[src/hdl/hsv2rgb_pkg.sv]
// ----------------------------------------------------------------------------
// hsv2rgb_pkg
// Shared constants, payload types and stage records for the HSV to RGB
// converter pipeline.
// ----------------------------------------------------------------------------
package hsv2rgb_pkg;

    // fixed-point format of saturation, value and outputs
    localparam int FRAC_BITS = 14;
    localparam int ONE       = 1 << FRAC_BITS;
    localparam int IN_W      = 16;
    localparam int OUT_W     = 15;
    localparam int UNIT_W    = FRAC_BITS + 1;

    // hue geometry in 1/16 degree
    localparam int HUE_FULL      = 5760;
    localparam int HUE_SECTOR    = 960;
    localparam int SECTOR_COUNT  = 6;
    localparam int HUE_BIAS      = SECTOR_COUNT * HUE_FULL;
    localparam int HPOS_W        = 17;
    localparam int SECTOR_SHIFT  = 6;             // 960 = 15 << 6
    localparam int HQ_W          = HPOS_W - SECTOR_SHIFT;
    localparam int REM_W         = 10;
    localparam int SEC_IDX_W     = 7;             // hpos / 960 is at most 70
    localparam int SECTOR_W      = 3;

    // divide by 15 through a reciprocal, exact over the ranges used
    localparam int HUE_DIV_SHIFT = 17;
    localparam int HUE_DIV_MUL   = ((1 << HUE_DIV_SHIFT) + 14) / 15;
    localparam int HQ_MUL_W      = 14;

    // divide by 6 through a reciprocal, exact below 128
    localparam int WRAP_DIV_SHIFT = 8;
    localparam int WRAP_DIV_MUL   = 43;
    localparam int WRAP_MUL_W     = 6;
    localparam int WRAP_Q_W       = 4;

    // fraction within a sector: (rem << FRAC_BITS) / 960
    localparam int SCALED_W    = REM_W + FRAC_BITS - SECTOR_SHIFT;
    localparam int FRAC_SHIFT  = FRAC_BITS + 8;
    localparam int FRAC_MUL    = ((1 << FRAC_SHIFT) + 14) / 15;
    localparam int FRAC_MUL_W  = FRAC_BITS + 5;
    localparam int FRAC_PROD_W = SCALED_W + FRAC_MUL_W;

    // register stages from request to result
    localparam int PIPE_DEPTH = 6;

    // hexcone sectors, 60 degrees each
    localparam logic [SECTOR_W-1:0] SEC_RED_YELLOW    = 3'd0;
    localparam logic [SECTOR_W-1:0] SEC_YELLOW_GREEN  = 3'd1;
    localparam logic [SECTOR_W-1:0] SEC_GREEN_CYAN    = 3'd2;
    localparam logic [SECTOR_W-1:0] SEC_CYAN_BLUE     = 3'd3;
    localparam logic [SECTOR_W-1:0] SEC_BLUE_MAGENTA  = 3'd4;
    localparam logic [SECTOR_W-1:0] SEC_MAGENTA_RED   = 3'd5;

    typedef logic [UNIT_W-1:0] unit_t;

    typedef struct packed {
        logic signed [IN_W-1:0] hue;
        logic signed [IN_W-1:0] saturation;
        logic signed [IN_W-1:0] brightness;
    } hsv_t;

    typedef struct packed {
        logic [OUT_W-1:0] red;
        logic [OUT_W-1:0] green;
        logic [OUT_W-1:0] blue;
    } rgb_t;

    // hue split and clamped channels
    typedef struct packed {
        logic                grey;
        logic [SECTOR_W-1:0] sector;
        logic [REM_W-1:0]    rem;
        unit_t               sat;
        unit_t               val;
    } split_t;

    // the four candidate levels for one color
    typedef struct packed {
        logic                grey;
        logic [SECTOR_W-1:0] sector;
        unit_t               val;
        unit_t               p;
        unit_t               q;
        unit_t               t;
    } mix_t;

    // keep the low output bits of a level
    function automatic logic [OUT_W-1:0] to_out(unit_t x);
        return OUT_W'(x);
    endfunction

endpackage

[src/hdl/hsv2rgb_hue_split.sv]
// ----------------------------------------------------------------------------
// hsv2rgb_hue_split
// Two pipeline stages: clamp saturation and value, wrap the hue and split it
// into a sector index and a remainder within the sector.
// ----------------------------------------------------------------------------
module hsv2rgb_hue_split
(
    input  logic                clk,
    input  logic                rst_n,
    input  logic                in_valid,
    input  hsv2rgb_pkg::hsv_t   pix,
    output logic                out_valid,
    output hsv2rgb_pkg::split_t split
);

    // clamp a signed Q2.14 word to 0..1.0
    function automatic hsv2rgb_pkg::unit_t clamp_unit(
        logic signed [hsv2rgb_pkg::IN_W-1:0] x
    );
        hsv2rgb_pkg::unit_t r;
        if (x < 0)
            r = '0;
        else if (int'(x) > hsv2rgb_pkg::ONE)
            r = hsv2rgb_pkg::UNIT_W'(hsv2rgb_pkg::ONE);
        else
            r = hsv2rgb_pkg::UNIT_W'($unsigned(x));
        return r;
    endfunction

    logic                                  s1_valid_reg;
    logic [hsv2rgb_pkg::HPOS_W-1:0]        s1_hpos_reg;
    logic [hsv2rgb_pkg::HPOS_W-1:0]        s1_hpos_next;
    logic [hsv2rgb_pkg::SEC_IDX_W-1:0]     s1_idx_reg;
    logic [hsv2rgb_pkg::SEC_IDX_W-1:0]     s1_idx_next;
    hsv2rgb_pkg::unit_t                    s1_sat_reg;
    hsv2rgb_pkg::unit_t                    s1_sat_next;
    hsv2rgb_pkg::unit_t                    s1_val_reg;
    hsv2rgb_pkg::unit_t                    s1_val_next;
    logic [hsv2rgb_pkg::HQ_W+hsv2rgb_pkg::HQ_MUL_W-1:0] hq_prod;

    logic [hsv2rgb_pkg::HPOS_W-1:0]        base_off;
    logic [hsv2rgb_pkg::HPOS_W-1:0]        rem_full;
    logic [hsv2rgb_pkg::SEC_IDX_W+hsv2rgb_pkg::WRAP_MUL_W-1:0] wrap_prod;
    logic [hsv2rgb_pkg::WRAP_Q_W-1:0]      wrap_q;
    logic [hsv2rgb_pkg::SEC_IDX_W-1:0]     sector_full;

    logic                                  valid_reg;
    hsv2rgb_pkg::split_t                   split_reg;
    hsv2rgb_pkg::split_t                   split_next;

    // stage 1: bias hue positive, coarse index = hpos / 960, clamp channels
    always_comb
    begin
        s1_hpos_next = hsv2rgb_pkg::HPOS_W'(int'(pix.hue) + hsv2rgb_pkg::HUE_BIAS);
        hq_prod = (hsv2rgb_pkg::HQ_W + hsv2rgb_pkg::HQ_MUL_W)'(
                      s1_hpos_next[hsv2rgb_pkg::HPOS_W-1:hsv2rgb_pkg::SECTOR_SHIFT])
                  * (hsv2rgb_pkg::HQ_W + hsv2rgb_pkg::HQ_MUL_W)'(hsv2rgb_pkg::HUE_DIV_MUL);
        s1_idx_next = hq_prod[hsv2rgb_pkg::HUE_DIV_SHIFT +: hsv2rgb_pkg::SEC_IDX_W];
        s1_sat_next = clamp_unit(pix.saturation);
        s1_val_next = clamp_unit(pix.brightness);
    end

    always_ff @(posedge clk or negedge rst_n)
    begin
        if (!rst_n)
            s1_valid_reg <= 1'b0;
        else
            s1_valid_reg <= in_valid;
    end

    always_ff @(posedge clk)
    begin
        s1_hpos_reg <= s1_hpos_next;
        s1_idx_reg  <= s1_idx_next;
        s1_sat_reg  <= s1_sat_next;
        s1_val_reg  <= s1_val_next;
    end

    // stage 2: remainder within sector, sector = index mod 6
    always_comb
    begin
        base_off    = hsv2rgb_pkg::HPOS_W'(s1_idx_reg)
                      * hsv2rgb_pkg::HPOS_W'(hsv2rgb_pkg::HUE_SECTOR);
        rem_full    = s1_hpos_reg - base_off;
        wrap_prod   = (hsv2rgb_pkg::SEC_IDX_W + hsv2rgb_pkg::WRAP_MUL_W)'(s1_idx_reg)
                      * (hsv2rgb_pkg::SEC_IDX_W + hsv2rgb_pkg::WRAP_MUL_W)'(
                          hsv2rgb_pkg::WRAP_DIV_MUL);
        wrap_q      = wrap_prod[hsv2rgb_pkg::WRAP_DIV_SHIFT +: hsv2rgb_pkg::WRAP_Q_W];
        sector_full = s1_idx_reg - hsv2rgb_pkg::SEC_IDX_W'(wrap_q)
                      * hsv2rgb_pkg::SEC_IDX_W'(hsv2rgb_pkg::SECTOR_COUNT);

        split_next.grey   = (s1_sat_reg == '0);
        split_next.sector = sector_full[hsv2rgb_pkg::SECTOR_W-1:0];
        split_next.rem    = rem_full[hsv2rgb_pkg::REM_W-1:0];
        split_next.sat    = s1_sat_reg;
        split_next.val    = s1_val_reg;
    end

    always_ff @(posedge clk or negedge rst_n)
    begin
        if (!rst_n)
            valid_reg <= 1'b0;
        else
            valid_reg <= s1_valid_reg;
    end

    always_ff @(posedge clk)
    begin
        split_reg <= split_next;
    end

    assign out_valid = valid_reg;
    assign split     = split_reg;

    // split stays inside one turn of the hexcone
    a_split_range: assert property (@(posedge clk) disable iff (!rst_n)
        valid_reg |-> (split_reg.sector <= hsv2rgb_pkg::SEC_MAGENTA_RED)
                      && (int'(split_reg.rem) < hsv2rgb_pkg::HUE_SECTOR))
        else $error("hue split out of range");

endmodule

[src/hdl/hsv2rgb_product.sv]
// ----------------------------------------------------------------------------
// hsv2rgb_product
// Three pipeline stages: sector fraction and p, then s*f and s*(1-f),
// then q and t. Every product is truncated to the unit format.
// ----------------------------------------------------------------------------
module hsv2rgb_product
(
    input  logic                clk,
    input  logic                rst_n,
    input  logic                in_valid,
    input  hsv2rgb_pkg::split_t split,
    output logic                out_valid,
    output hsv2rgb_pkg::mix_t   mix
);

    // (a * b) >> FRAC_BITS for two unit-scaled levels
    function automatic hsv2rgb_pkg::unit_t mul_unit(
        hsv2rgb_pkg::unit_t a,
        hsv2rgb_pkg::unit_t b
    );
        logic [2*hsv2rgb_pkg::UNIT_W-1:0] prod;
        prod = (2*hsv2rgb_pkg::UNIT_W)'(a) * (2*hsv2rgb_pkg::UNIT_W)'(b);
        return prod[hsv2rgb_pkg::FRAC_BITS +: hsv2rgb_pkg::UNIT_W];
    endfunction

    // stage a
    logic                                  a_valid_reg;
    logic [hsv2rgb_pkg::FRAC_BITS-1:0]     a_frac_reg;
    logic [hsv2rgb_pkg::FRAC_BITS-1:0]     a_frac_next;
    hsv2rgb_pkg::unit_t                    a_p_reg;
    hsv2rgb_pkg::unit_t                    a_p_next;
    hsv2rgb_pkg::split_t                   a_split_reg;
    logic [hsv2rgb_pkg::SCALED_W-1:0]      scaled;
    logic [hsv2rgb_pkg::FRAC_PROD_W-1:0]   frac_prod;

    // stage b
    logic                                  b_valid_reg;
    hsv2rgb_pkg::unit_t                    b_sf_reg;
    hsv2rgb_pkg::unit_t                    b_sf_next;
    hsv2rgb_pkg::unit_t                    b_scf_reg;
    hsv2rgb_pkg::unit_t                    b_scf_next;
    hsv2rgb_pkg::unit_t                    b_p_reg;
    hsv2rgb_pkg::unit_t                    b_val_reg;
    logic                                  b_grey_reg;
    logic [hsv2rgb_pkg::SECTOR_W-1:0]      b_sector_reg;

    // stage c
    logic                                  valid_reg;
    hsv2rgb_pkg::mix_t                     mix_reg;
    hsv2rgb_pkg::mix_t                     mix_next;

    // stage a: f = (rem << FRAC_BITS) / 960, p = v * (1 - s)
    always_comb
    begin
        scaled = hsv2rgb_pkg::SCALED_W'(split.rem)
                 << (hsv2rgb_pkg::FRAC_BITS - hsv2rgb_pkg::SECTOR_SHIFT);
        frac_prod = hsv2rgb_pkg::FRAC_PROD_W'(scaled)
                    * hsv2rgb_pkg::FRAC_PROD_W'(hsv2rgb_pkg::FRAC_MUL);
        a_frac_next = frac_prod[hsv2rgb_pkg::FRAC_SHIFT +: hsv2rgb_pkg::FRAC_BITS];
        a_p_next = mul_unit(split.val,
                            hsv2rgb_pkg::UNIT_W'(hsv2rgb_pkg::ONE) - split.sat);
    end

    // stage b: s * f and s * (1 - f)
    always_comb
    begin
        b_sf_next  = mul_unit(a_split_reg.sat, {1'b0, a_frac_reg});
        b_scf_next = mul_unit(a_split_reg.sat,
                              hsv2rgb_pkg::UNIT_W'(hsv2rgb_pkg::ONE) - {1'b0, a_frac_reg});
    end

    // stage c: q = v * (1 - s f), t = v * (1 - s (1 - f))
    always_comb
    begin
        mix_next.grey   = b_grey_reg;
        mix_next.sector = b_sector_reg;
        mix_next.val    = b_val_reg;
        mix_next.p      = b_p_reg;
        mix_next.q      = mul_unit(b_val_reg,
                                   hsv2rgb_pkg::UNIT_W'(hsv2rgb_pkg::ONE) - b_sf_reg);
        mix_next.t      = mul_unit(b_val_reg,
                                   hsv2rgb_pkg::UNIT_W'(hsv2rgb_pkg::ONE) - b_scf_reg);
    end

    // valid bits
    always_ff @(posedge clk or negedge rst_n)
    begin
        if (!rst_n)
        begin
            a_valid_reg <= 1'b0;
            b_valid_reg <= 1'b0;
            valid_reg   <= 1'b0;
        end
        else
        begin
            a_valid_reg <= in_valid;
            b_valid_reg <= a_valid_reg;
            valid_reg   <= b_valid_reg;
        end
    end

    // data stages
    always_ff @(posedge clk)
    begin
        a_frac_reg   <= a_frac_next;
        a_p_reg      <= a_p_next;
        a_split_reg  <= split;
        b_sf_reg     <= b_sf_next;
        b_scf_reg    <= b_scf_next;
        b_p_reg      <= a_p_reg;
        b_val_reg    <= a_split_reg.val;
        b_grey_reg   <= a_split_reg.grey;
        b_sector_reg <= a_split_reg.sector;
        mix_reg      <= mix_next;
    end

    assign out_valid = valid_reg;
    assign mix       = mix_reg;

    // no derived level may exceed the value it scales
    a_levels_bounded: assert property (@(posedge clk) disable iff (!rst_n)
        valid_reg |-> (mix_reg.p <= mix_reg.val) && (mix_reg.q <= mix_reg.val)
                      && (mix_reg.t <= mix_reg.val))
        else $error("derived level above value");

endmodule

[src/hdl/hsv2rgb_route.sv]
// ----------------------------------------------------------------------------
// hsv2rgb_route
// Output stage: steer v, p, q, t onto red, green and blue by sector,
// or v onto all three for grey, and register the result with its strobe.
// ----------------------------------------------------------------------------
module hsv2rgb_route
(
    input  logic              clk,
    input  logic              rst_n,
    input  logic              in_valid,
    input  hsv2rgb_pkg::mix_t mix,
    output logic              done,
    output hsv2rgb_pkg::rgb_t result
);

    logic               done_reg;
    hsv2rgb_pkg::rgb_t  result_reg;
    hsv2rgb_pkg::rgb_t  result_next;
    hsv2rgb_pkg::unit_t r_lvl;
    hsv2rgb_pkg::unit_t g_lvl;
    hsv2rgb_pkg::unit_t b_lvl;

    // sector steering
    always_comb
    begin
        case (mix.sector)
            hsv2rgb_pkg::SEC_RED_YELLOW:
            begin
                r_lvl = mix.val; g_lvl = mix.t;   b_lvl = mix.p;
            end
            hsv2rgb_pkg::SEC_YELLOW_GREEN:
            begin
                r_lvl = mix.q;   g_lvl = mix.val; b_lvl = mix.p;
            end
            hsv2rgb_pkg::SEC_GREEN_CYAN:
            begin
                r_lvl = mix.p;   g_lvl = mix.val; b_lvl = mix.t;
            end
            hsv2rgb_pkg::SEC_CYAN_BLUE:
            begin
                r_lvl = mix.p;   g_lvl = mix.q;   b_lvl = mix.val;
            end
            hsv2rgb_pkg::SEC_BLUE_MAGENTA:
            begin
                r_lvl = mix.t;   g_lvl = mix.p;   b_lvl = mix.val;
            end
            default:
            begin
                r_lvl = mix.val; g_lvl = mix.p;   b_lvl = mix.q;
            end
        endcase

        if (mix.grey)
        begin
            r_lvl = mix.val;
            g_lvl = mix.val;
            b_lvl = mix.val;
        end

        result_next.red   = hsv2rgb_pkg::to_out(r_lvl);
        result_next.green = hsv2rgb_pkg::to_out(g_lvl);
        result_next.blue  = hsv2rgb_pkg::to_out(b_lvl);
    end

    // result strobe
    always_ff @(posedge clk or negedge rst_n)
    begin
        if (!rst_n)
            done_reg <= 1'b0;
        else
            done_reg <= in_valid;
    end

    // result payload
    always_ff @(posedge clk)
    begin
        result_reg <= result_next;
    end

    assign done   = done_reg;
    assign result = result_reg;

    // grey requests leave with equal components
    a_grey_equal: assert property (@(posedge clk) disable iff (!rst_n)
        (in_valid && mix.grey) |=> done_reg && (result_reg.red == result_reg.green)
                                  && (result_reg.green == result_reg.blue))
        else $error("grey request with unequal components");

endmodule

[src/hdl/hsv_to_rgb_converter.sv]
// ----------------------------------------------------------------------------
// hsv_to_rgb_converter
// HSV to RGB color conversion, fully pipelined, one request per clock.
// ----------------------------------------------------------------------------
// Usage:
//   A request (hue, saturation, brightness) is taken at each rising edge
//   where start is high and busy is low. busy is held low: the pipeline has
//   no back pressure, so a request may be issued in every cycle.
//   Hue is signed degrees with 4 fraction bits, wrapped into 0..360 degrees;
//   saturation and brightness are signed Q2.14, clamped to 0..1.0.
//   Each result (red, green, blue, unsigned Q1.14) is shown for exactly one
//   cycle with done high, in request order. Throughput is one request per
//   cycle; each request passes through six register stages: hue wrap and
//   coarse divide, sector split, fraction and p product, s*f products,
//   q/t products, and the output register.
//   The receiver cannot stall, so results must be taken as they appear.
//   Reset clears only the valid bits; requests in flight are dropped and
//   done stays low until new requests come through.
// ----------------------------------------------------------------------------
module hsv_to_rgb_converter
(
    input  logic              clk,
    input  logic              rst_n,
    input  logic              start,
    output logic              busy,
    input  hsv2rgb_pkg::hsv_t request,
    output logic              done,
    output hsv2rgb_pkg::rgb_t result
);

    logic                accept;
    logic                split_valid;
    hsv2rgb_pkg::split_t split;
    logic                mix_valid;
    hsv2rgb_pkg::mix_t   mix;

    // no back pressure anywhere in the pipeline
    assign busy   = 1'b0;
    assign accept = start && !busy;

    // hue wrap, sector split and clamping
    hsv2rgb_hue_split u_hue_split
    (
        .clk       (clk),
        .rst_n     (rst_n),
        .in_valid  (accept),
        .pix       (request),
        .out_valid (split_valid),
        .split     (split)
    );

    // p, q, t products
    hsv2rgb_product u_product
    (
        .clk       (clk),
        .rst_n     (rst_n),
        .in_valid  (split_valid),
        .split     (split),
        .out_valid (mix_valid),
        .mix       (mix)
    );

    // sector steering and output register
    hsv2rgb_route u_route
    (
        .clk       (clk),
        .rst_n     (rst_n),
        .in_valid  (mix_valid),
        .mix       (mix),
        .done      (done),
        .result    (result)
    );

    // every result traces back to a request a fixed latency earlier
    a_done_has_request: assert property (@(posedge clk) disable iff (!rst_n)
        done |-> $past(accept, hsv2rgb_pkg::PIPE_DEPTH))
        else $error("result without matching request");

endmodule

[config.mk]
export PLATFORM = sky130hd
export DESIGN_NAME = hsv_to_rgb_converter
export DESIGN_NICKNAME = d
export VERILOG_FILES = /design/src/hdl/hsv2rgb_pkg.sv /design/src/hdl/hsv2rgb_hue_split.sv /design/src/hdl/hsv2rgb_product.sv /design/src/hdl/hsv2rgb_route.sv /design/src/hdl/hsv_to_rgb_converter.sv
export SDC_FILE = /design/constraint.sdc
export NUM_CORES = 2
export LEC_CHECK = 0
export ABC_AREA = 1
export BUFFER_PORTS_ARGS = -buffer_cell sky130_fd_sc_hd__buf_2
export CORE_MARGIN = 10
export CORE_UTILIZATION = 35
export CTS_CLUSTER_SIZE = 40
export DETAILED_ROUTE_END_ITERATION = 8
export MAX_ROUTING_LAYER = met4
export PLACE_DENSITY_LB_ADDON = 0.1
export RECOVER_POWER = 50
export SYNTH_ARGS = -nofsm -noshare
export SYNTH_HDL_FRONTEND = slang
export SYNTH_HIERARCHICAL = 1
export SYNTH_SLANG_ARGS = --single-unit
[constraint.sdc]
create_clock -name clk -period 19.1 [get_ports clk]
set_clock_uncertainty 0.15 [all_clocks]
set_input_delay 2.865 -clock clk [delete_from_list [all_inputs] [get_ports clk]]
set_output_delay 2.865 -clock clk [all_outputs]
set_load 0.005 [all_outputs]
==> results.txt <==
----------------------------------------------------
[STA]
  Top achievable clock speed ... 0.1297 GHz
  Unrepaired setup endpoints after global routing ... false
  Worst Tran Pin Value ... 1.806 ns
  Number of hold-slack violations in the final timing report ... 0
  Period utilisation layout ... 0.4036
  Total negative setup slack ... 0 ns
  Number of endpoints failing setup at the final stage ... 0
  Relative max-transition margin ... -0.2039
  Time the final worst path needs with I/O delays and setup ... 7.710 ns
  Final count of pins violating max slew ... 153

[Clocking]
  CTS Buf Count ... 41
  Max clock buf depth ... 3
  Post-CTS setup buffer count ... 0
  Gates resized, CTS repair ... 0
  Cell chosen for the clock root ... sky130_fd_sc_hd__clkbuf_16
  Clock latency at the later pin of the worst-skew pair ... 0.61 ns
  # clock sinks ... 333
  Clock-pin slew of the registers on the worst-case setup and hold paths ... 0.06 ns
  TritonCTS clock tree ... done
  Hold buffers post-CTS ... 0
  H-tree depth reported by CTS ... 2

[Drt]
  Residual antenna-violating net count after detailed routing ... 0
  Mean number of vias per cell ... 4.760
  Detailed-route via count ... 42335
  Wire per inst ... 18.15 um
  Final wirelength ... 161.4 mm
  DRC violation total after the first TritonRoute iteration ... 2584
  Post-detailed-route DRC marker count ... 0
  Drt pass-1 iters ... 6

[Placed design]
  Count of input and output buffers ... 96
  Placed cell count ... 8817
  Placer congestion estimate ... 0.9161
  Detailed placement HPWL ... 131.4 mm

[Floorplanning]
  Area of the core ... 148200 um^2
  I/O pin cnt ... 98
  Die Area ... 165300 um^2
  Starting Density ... 0.3529
  Site Rows ... 141
  X dimension of the die ... 406.6 um
  Die outline height ... 406.6 um

[Synthesis]
  Unique cell type count in the Yosys netlist ... 60
  Count of flip-flops with a built-in enable after synthesis ... 0
  Most repeated cell in the gate-level netlist after synthesis ... sky130_fd_sc_hd__nand2_1
  Number of synthesized register bits ... 333
  Warnings from Yosys ... 6
  Largest cells by area after synthesis ... sky130_fd_sc_hd__fa_1 32%, sky130_fd_sc_hd__ha_1 14%, sky130_fd_sc_hd__dfxtp_1 13%, sky130_fd_sc_hd__nand2_1 12%, sky130_fd_sc_hd__inv_1 12%
  Post-synth top cells ... 1643 x sky130_fd_sc_hd__nand2_1, 1604 x sky130_fd_sc_hd__inv_1, 844 x sky130_fd_sc_hd__fa_1
  Primary flip-flop cell chosen by synthesis mapping ... sky130_fd_sc_hd__dfxtp_1
  Portion of the post-synthesis area used by sequential elements ... 0.1280
  Syn avg cell area ... 7.555 um^2
  Cell area after synthesis ... 52300 um^2
  Post-synthesis cell type with the largest combined area ... sky130_fd_sc_hd__fa_1
  Post-Synthesis Cells ... 6922
  Proportion of netlist area held by the largest area contributor ... 0.3231
  Post-synth ARST share ... 0.01802
  Syn_nets ... 8391

[Worst setup path]
  CP cell instances ... clkbuf_1 > clkinv_1 > nor2_1 > fa_1 > fa_1 > fa_1 > fa_1 > fa_1 > inv_1 > fa_1 > inv_1 > ha_1 > a21oi_1 > inv_1 > nor2_1 > o21ai_0 > a21oi_1 > nand2_1 > nand2_1 > nand2_1
  Crit path buffers/inverters ... 5
  CP Max Fanout ... 18
  Endpoint arrival time on the critical path ... 8.03 ns
  Worst EP required ... 19.42 ns
  Cell depth of the worst setup path ... 20
  Most frequent CP cell ... sky130_fd_sc_hd__fa_1
  Number of cell instances on the worst register-to-register path ... 20
  Critical path capture point type ... flip-flop
  Critical path class ... reg2reg
  CP startpoint kind ... flip-flop
  Maximum single-stage delay on the critical path ... 1.31 ns
  Category of cells accounting for the largest share of critical-path delay ... adder cells
  Slowest-stage cell, CP ... sky130_fd_sc_hd__clkinv_1

[Finish]
  Area growth from synthesis to final layout ... 7.323%
  Share of layout cells above drive strength 1 ... 0.04265
  Number of flip-flops under the largest register name ... 64
  Final Instance Count excl. Fillers ... 8894
  Total number of nets in the final design ... 8399

[Hold path]
  Hold Path Class ... reg2reg
  Count of cells along the worst hold path ... 0

[Power and ir drop]
  Cell Pwr Density ... 150.3 nW/um^2
  Worst IR drop on VDD ... 0.00008950 V
  Total leakage power ... 0.03112 uW

[Run status]
  Run status ... finished, violations left
  Violations in the final reports ... capacitance limit, slew limit

[GRT]
  Pin count of the biggest net entering global routing ... 34
  Total GRT Usage ... 0.2056
  Vias in the first global route ... 45636
  Overflow left after global routing ... 0
  Global-route wire length before repair ... 259.5 mm
  Initial antenna violation count ... 0

[Job]
  Number of maximum-capacitance violations ... 8

----------------------------------------------------
[through the flow]
stage / setup WS, ns / hold WS [ns] / cell area (um^2) / utilization / total power (uW)
6_report: 11.39 / 0.1718 / 56130 / 0.3788 / 8436
5_1_grt: 11.00 / 0.1711 / 56130 / 0.3787 / 9483
3_3_place_gp: 11.68 / 0.1604 / 54800 / 0.3698 / 7666
3_5_place_dp: 11.69 / 0.1621 / 54800 / 0.3698 / 7662
4_1_cts: 11.72 / 0.1715 / 56190 / 0.3792 / 8537
2_1_floorplan: 12.28 / 0.1596 / 52300 / - / 5622
[cell usage in the layout, fill, tap and decap left out, drive strengths merged, types with 12 or more instances in the layout]
| cell type | instances |
|---|---|
| a21oi | 156 |
| o21a | 23 |
| o21bai | 28 |
| nand4 | 53 |
| buf | 130 |
| nor3 | 57 |
| clkbuf | 80 |
| nand3 | 265 |
| inv | 1631 |
| o21ai | 116 |
| xor2 | 45 |
| a21o | 23 |
| clkinv | 14 |
| nor4 | 18 |
| xnor2 | 26 |
| nor2 | 821 |
| ha | 574 |
| or2 | 15 |
| nand2 | 1672 |
| dfxtp | 327 |
| nand3b | 12 |
| fa | 844 |
[worst reg2reg max path, delay by kind of cell (launching register included)]
kind            cells  cell delay [ns]
compound gates      3             0.60
fa+ha+maj           7             3.24
buf+inv             5             2.55
flops               1             0.30
simple gates        5             0.77
[cell type report]
cell class	count	area (um^2)
fill	15857	92060
multi-input combinational	4771	38660
sequential	333	6701
inverter	1632	6132
tap	1930	2415
clock buffer	59	1205
timing repair buffer	151	829.5
clock inverter	17	185.2
antenna	1	2.502
[kinds of logic after synthesis]
logic type,share of synthesized area
adder cells (fa/ha/maj),0.4604
AND/OR/NAND/NOR,0.2278
AO/OA/AOI/OAI,0.03892
flip-flops,0.1280
buffers and inverters,0.1329
other,0.00007170
XOR/XNOR,0.01189
[per-layer routing]
metal	global-route usage	share of wire
met4	0.04149	0.020
met2	0.3456	0.48
met5	-	0
met3	0.01777	0.037
met1	0.2709	0.46
[where the power goes]
group	internal, uW	switching (uW)
Sequential	942	228
Clock	471	326
Combinational	2200	4260
Total	3620	4820
[worst paths after layout]
| check | end | slack, ns | start |
|---|---|---|---|
| worst max-delay path | u_product/mix[11]$_DFF_P_ | 11.39 | u_product/b_val_reg[3]$_DFF_P_ |
| worst min-delay path | u_product/b_val_reg[6]$_DFF_P_ | 0.17 | u_product/a_split_reg[6]$_DFF_P_ |
| worst max register to register | u_product/mix[11]$_DFF_P_ | 11.39 | u_product/b_val_reg[3]$_DFF_P_ |
| worst min register to register | u_product/b_val_reg[6]$_DFF_P_ | 0.17 | u_product/a_split_reg[6]$_DFF_P_ |
| max in group asynchronous | u_product/a_valid_reg$_DFF_PN0_ | 16.60 | rst_n |
| min in group asynchronous | u_hue_split/out_valid$_DFF_PN0_ | 1.98 | rst_n |
Power figures use the tool's default switching activity.
